File: config.mk
export PLATFORM = sky130hd
export DESIGN_NAME = stfq_div
export DESIGN_NICKNAME = d
export VERILOG_FILES = /design/src/hdl/stfq_pkg.sv /design/src/hdl/stfq_div.sv
export SDC_FILE = /design/constraint.sdc
export NUM_CORES = 1
export LEC_CHECK = 0
export BUFFER_PORTS_ARGS = -buffer_cell sky130_fd_sc_hd__buf_2
export CAP_MARGIN = 10
export CORE_MARGIN = 3
export CORE_UTILIZATION = 35
export CTS_CLUSTER_DIAMETER = 50
export CTS_CLUSTER_SIZE = 16
export DETAILED_ROUTE_END_ITERATION = 10
export SYNTH_ARGS = -nofsm -noshare
export SYNTH_HDL_FRONTEND = slang
export SYNTH_SLANG_ARGS = --single-unit
File: constraint.sdc
create_clock -name i_clk -period 3.4 [get_ports i_clk]
set_input_delay 0.68 -clock i_clk [delete_from_list [all_inputs] [get_ports i_clk]]
set_output_delay 0.68 -clock i_clk [all_outputs]
set_load 0.05 [all_outputs]
File: src/hdl/stfq_pkg.sv
// Package with the shared constants, codes and types of the shared task queue.
`timescale 1ns / 1ps

package stfq_pkg;

    localparam int QUEUE_DEPTH_DEF = 256;
    localparam int TASK_BITS_DEF   = 32;
    localparam int MAX_ROOM_DEF    = 64;

    localparam int OPC_W  = 2;
    localparam int WORD_W = 32;
    localparam int ROOM_W = 7;
    localparam int WCNT_W = 7;
    localparam int STAT_W = 2;

    localparam logic [OPC_W-1:0] OP_PUSH  = 2'd0;
    localparam logic [OPC_W-1:0] OP_POP   = 2'd1;
    localparam logic [OPC_W-1:0] OP_BATCH = 2'd2;

    localparam logic [STAT_W-1:0] ST_DELIVERED = 2'd0;
    localparam logic [STAT_W-1:0] ST_NONE      = 2'd1;
    localparam logic [STAT_W-1:0] ST_PUSHED    = 2'd2;
    localparam logic [STAT_W-1:0] ST_DROPPED   = 2'd3;

    typedef enum logic [4:0] {
        S_IDLE = 5'b00001,
        S_DIV  = 5'b00010,
        S_READ = 5'b00100,
        S_EMIT = 5'b01000,
        S_RESP = 5'b10000
    } t_state;

endpackage

File: src/hdl/stfq_div.sv
// Iterative restoring divider that produces one quotient bit per cycle.
`timescale 1ns / 1ps

module stfq_div
    import stfq_pkg::*;
#(
    parameter int NUM_W = 9,
    parameter int DEN_W = 7
) (
    input  logic             i_clk,
    input  logic             i_rst_n,
    input  logic             i_start,
    input  logic [NUM_W-1:0] i_num,
    input  logic [DEN_W-1:0] i_den,
    output logic             o_done,
    output logic [NUM_W-1:0] o_quo
);

    localparam int CNT_W = $clog2(NUM_W + 1);

    logic [DEN_W:0]   r_rem;
    logic [NUM_W-1:0] r_quo;
    logic [DEN_W-1:0] r_den;
    logic [CNT_W-1:0] r_cnt;
    logic             r_busy;
    logic             r_done;

    logic [DEN_W:0]   shifted;
    logic [DEN_W+1:0] diff;

    always_comb begin
        shifted = {r_rem[DEN_W-1:0], r_quo[NUM_W-1]};
        diff    = {1'b0, shifted} - {2'b00, r_den};
    end

    always_ff @(posedge i_clk) begin
        if (!i_rst_n) begin
            r_busy <= 1'b0;
            r_done <= 1'b0;
            r_cnt  <= '0;
        end else begin
            r_done <= r_busy && (r_cnt == CNT_W'(1));
            if (i_start) begin
                r_busy <= 1'b1;
                r_cnt  <= CNT_W'(NUM_W);
            end else if (r_busy) begin
                r_cnt <= r_cnt - CNT_W'(1);
                if (r_cnt == CNT_W'(1)) begin
                    r_busy <= 1'b0;
                end
            end
        end
    end

    always_ff @(posedge i_clk) begin
        if (i_start) begin
            r_rem <= '0;
            r_quo <= i_num;
            r_den <= i_den;
        end else if (r_busy) begin
            if (!diff[DEN_W+1]) begin
                r_rem <= diff[DEN_W:0];
                r_quo <= {r_quo[NUM_W-2:0], 1'b1};
            end else begin
                r_rem <= shifted;
                r_quo <= {r_quo[NUM_W-2:0], 1'b0};
            end
        end
    end

    assign o_done = r_done;
    assign o_quo  = r_quo;

endmodule

Word level (Yosys, flattened, before mapping):

Index checks and enable logic that the tools add are counted.

* ROM bits: 0
* logic and storage cells: 23
* RAM bits: 0
* memories: 0
* register bits: 29
* bits of input ports: 19
* output and inout bits: 10
* bits in latches: 0

* div/mod/pow operators: 0
* multipliers: 0
* add/subtract/negate cells: 2
* reduce and logical (&&, ||, !) cells: 3
* eq/ne operators: 1
* bitwise logic cells: 1
* magnitude comparators: 0
* shift operators: 0
* multiplexer cells: 9

Operator list (count)
* $mux 9: 2
* $sub 8x7->9: 1
* $mux 4: 2
* $mux 7: 1
* $eq 4x1->1 const B: 1
* $mux 1: 4
* $sub 4x1->4 const B: 1
* $reduce_bool 2->1: 1
* $reduce_or 2->1: 1
* $logic_and 1x1->1: 1
* $not 1->1: 1

Longest topological paths before layout:

* depth in word-level cells: 4
* mapped depth: 8
* depth with buffers taken out: 8

Worst setup path after synthesis:

OpenSTA, ideal clock, no wires.

* path kind: reg2reg
* start: register r_quo[8] (netlist: o_quo[8])
* end: register r_rem[4]
* stages on the path, launching flop included: 9
* clock period less this slack: 2.480 ns
* path buffers: 0
* path slack: 0.920 ns
* data required time: 3.312 ns
* setup time: 0.088 ns
* arrival time: 2.392 ns
* cells stage by stage: edfxtp_1 > inv_1 > ha_1 > fa_1 > nand2b_1 > a21oi_4 > o21ai_4 > or3_1 > a311oi_2

* cells in the longest elaborated chain, start to end: 2

Ends and longest elaborated chain
* from (decl): RTL line stfq_div.sv:22 `logic [NUM_W-1:0] r_quo;`
* from (signal assigned): RTL line stfq_div.sv:58 `r_quo <= i_num;`
* from (signal assigned): RTL line stfq_div.sv:63 `r_quo <= {r_quo[NUM_W-2:0], 1'b1};`
* from (signal assigned): RTL line stfq_div.sv:66 `r_quo <= {r_quo[NUM_W-2:0], 1'b0};`
* $sub 8x7->9: RTL line stfq_div.sv:33 `diff = {1'b0, shifted} - {2'b00, r_den};`
* $mux 7: RTL line stfq_div.sv:61 `if (!diff[DEN_W+1]) begin`
* to (signal assigned): RTL line stfq_div.sv:62 `r_rem <= diff[DEN_W:0];`
* to (signal assigned): RTL line stfq_div.sv:65 `r_rem <= shifted;`
* to (decl): RTL line stfq_div.sv:21 `logic [DEN_W:0] r_rem;`

Every way passes these cells.
A chain may end at the register's enable or synchronous reset.

Worst setup path after layout:

Ends and elaborated chain as after synthesis.

==> run metrics <==
status completed; Yosys cell types 38; Die Ht a little over 70 um; fin. max-slew vios 0; clk_lat worst skew about 0.28 ns; Final setup viols 0; crit path capture type register; GR Util met2 0.206; Highest Clock Rate between 400 and 500 MHz; CTS Hold Bufs 0; Worst R2R Setup Slack about 1.2 ns; CTS H-tree depth 2; core region area just over 4000 um^2; drc violations 0; TritonCTS Buffers 5; slew at the pin closest to its max-slew limit 0.769 ns; Final GP Congestion roughly 0.83; initial detailed-routing violation count 45; Initial Util 0.375; HP Class reg -> reg; global route hottest layer met2; Final Cell Area between 1500 and 2000 um^2; crit path DAT 2.43 ns; DRT Pass-1 Iters 4; area growth from synthesis to layout 16.2%; layout cells sized above 1 0.302; clock skew 0.00867 ns; internal power about 0.65 mW; Setup Fix Bufs, Post-CTS 0; Max-Cap Viols 0; Final min period 2.24 ns; HPWL after DPL 2.00 mm; Buffers on Ports 28; setup total negative slack 0 ns; CP Launch Type register; Post-Syn Area 1540 um^2; CTS tree yes; final WL between 2 and 3 mm; Sequential Power Share 0.457; GRT met3 Usage 0.0277; global-route met1 utilization 0.137; sw power between 0.2 and 0.3 mW; CTS Sinks 29; Ports 29; Mapped Avg Cell Area 11.3 um^2; GRT Overall Usage 0.124; RSZ-0062 raised after global routing no; Seq/Total Area, Yosys 0.480; clock buffer depth 2; vias around 1100; Max VDD drop 0.255 mV; Leak 0.766 nW; Final Hold Fails 0; Die W ~72 um; final net count 197; Setup CP Type reg -> reg; Die ar. ~5200 um^2; initial antenna violation count 0; largest net degree at the start of global routing 31; ANT cells 0; synth warn 0; worst-path fanout max 10; Congestion Overflow GR 0; Yosys reg bits 29; fin crit share 0.658; Comb pwr share 0.231; first-pass GRT wire length roughly 5 mm; vias in the first global route 1151; Mapped Nets between 150 and 200; Slew HR 0.487; Clk network pwr share 0.313; Pwr Density ~520 nW/um^2; Syn Inst Count approximately 140; sw frac 0.302; root buffer cell clkbuf_8; vias per cell 4.90; post-CTS sizing 0; FP Rows 23; Post-DP Area 1700 um^2; WL per Instance 12.8 um; post-route ant nets 0; clock slew at reported path FFs 0.07 ns; Worst EP required roughly 3.6 ns
==> placed cells by master, fill, tap and decap left out, types with 3 or more instances in the layout <==
cell type	count
buf_2	28
nor2_1	17
edfxtp_1	16
inv_1	13
dfxtp_1	13
mux2_2	9
ha_1	9
nand2_1	6
clkbuf_8	6
nand2b_1	4
mux2i_1	4
a211oi_1	4
xor2_1	4
a21oi_1	4
o21a_1	3
nor2b_1	3
==> cells by family after synthesis <==
logic type | Yosys count | synth area share
AND/OR/NAND/NOR | 39 | 0.126
flip-flops | 29 | 0.480
AO/OA/AOI/OAI | 24 | 0.129
buffers and inverters | 17 | 0.0592
multiplexers | 13 | 0.0916
adder cells (fa/ha/maj) | 10 | 0.0859
XOR/XNOR | 5 | 0.0284
==> path summary, 6_finish.rpt <==
kind                            startpoint        to  depth (start not counted)
worst min-delay path              r_cnt[1]  r_cnt[1]                          2
worst max register to register    o_quo[8]  r_rem[4]                          8
worst max-delay path              o_quo[8]  r_rem[4]                          8
worst min register to register    r_cnt[1]  r_cnt[1]                          2
==> final cells by class <==
cell class	count	area, um^2
timing repair buffer	28	140
tap	50	62.6
inverter	13	48.8
fill	403	2320
multi-input combinational	91	712
sequential	29	741
clock buffer	8	90.1
==> through the flow <==
step	util	setup WS [ns]	total power, mW	hold WS, ns	instances
after floorplan	-	0.920	0.608	0.469	137
after global placement	0.414	1.23	0.649	0.484	211
after detailed placement	0.414	1.16	0.655	0.500	211
after CTS	0.436	1.15	0.951	0.508	219
after global routing	0.436	1.03	0.995	0.548	219
final	0.436	1.16	0.938	0.506	219
==> critical path, stage by stage (launching register included) <==
cell and delay [ns]:
edfxtp_1 0.33, inv_1 0.05, ha_1 0.21, fa_1 0.40
nand2b_1 0.21, a21oi_4 0.18, o21ai_4 0.13, or3_1 0.38
a311oi_2 0.24
==> cell usage after synthesis, drive strengths merged <==
cell,n,area share
xnor2,1,0.0057
a21oi,5,0.024
edfxtp,16,0.31
nand4b,1,0.0057
a221oi,1,0.0057
nor2b,3,0.012
mux2,9,0.066
clkbuf,2,0.018
buf,2,0.0097
inv,13,0.032
a21o,1,0.0057
nand2b,4,0.016
fa,1,0.013
and3,1,0.0041
o311ai,1,0.0057
o21ai,5,0.028
xor2,4,0.023
ha,9,0.073
a211oi,4,0.019
mux2i,4,0.026
o21bai,1,0.0049
nor2,18,0.045
dfxtp,13,0.17
or4b,1,0.0065
a311oi,3,0.021
nor3b,1,0.0049
nand2,6,0.015
nor4b,1,0.0057
nor3,1,0.0032
or3,1,0.0041
or2,1,0.0041
o21a,3,0.015
==> sequential cells by signal, summed over array words and instances (netlist names) <==
name,flops
o_quo,9
r_den,7
r_rem,7
r_cnt,4
o_done,1
r_busy,1
==> power groups by stage <==
stage               clock network [mW]  logic [mW]  registers, mW
floorplan                            0       0.136          0.472
detailed placement                   0       0.219          0.436
CTS                              0.303       0.219          0.429
finish                           0.293       0.216          0.428
global placement                     0       0.213          0.436
global route                     0.318       0.242          0.434
==> metal layers <==
metal,routed length [um],up-vias,part of all wire
met1,1240,487,0.44
met2,1340,33,0.48
met4,108,0,0.038
li1,-,543,-
met3,120,11,0.043
met5,0,-,0
Note: power is estimated with default switching activity, not from simulation.
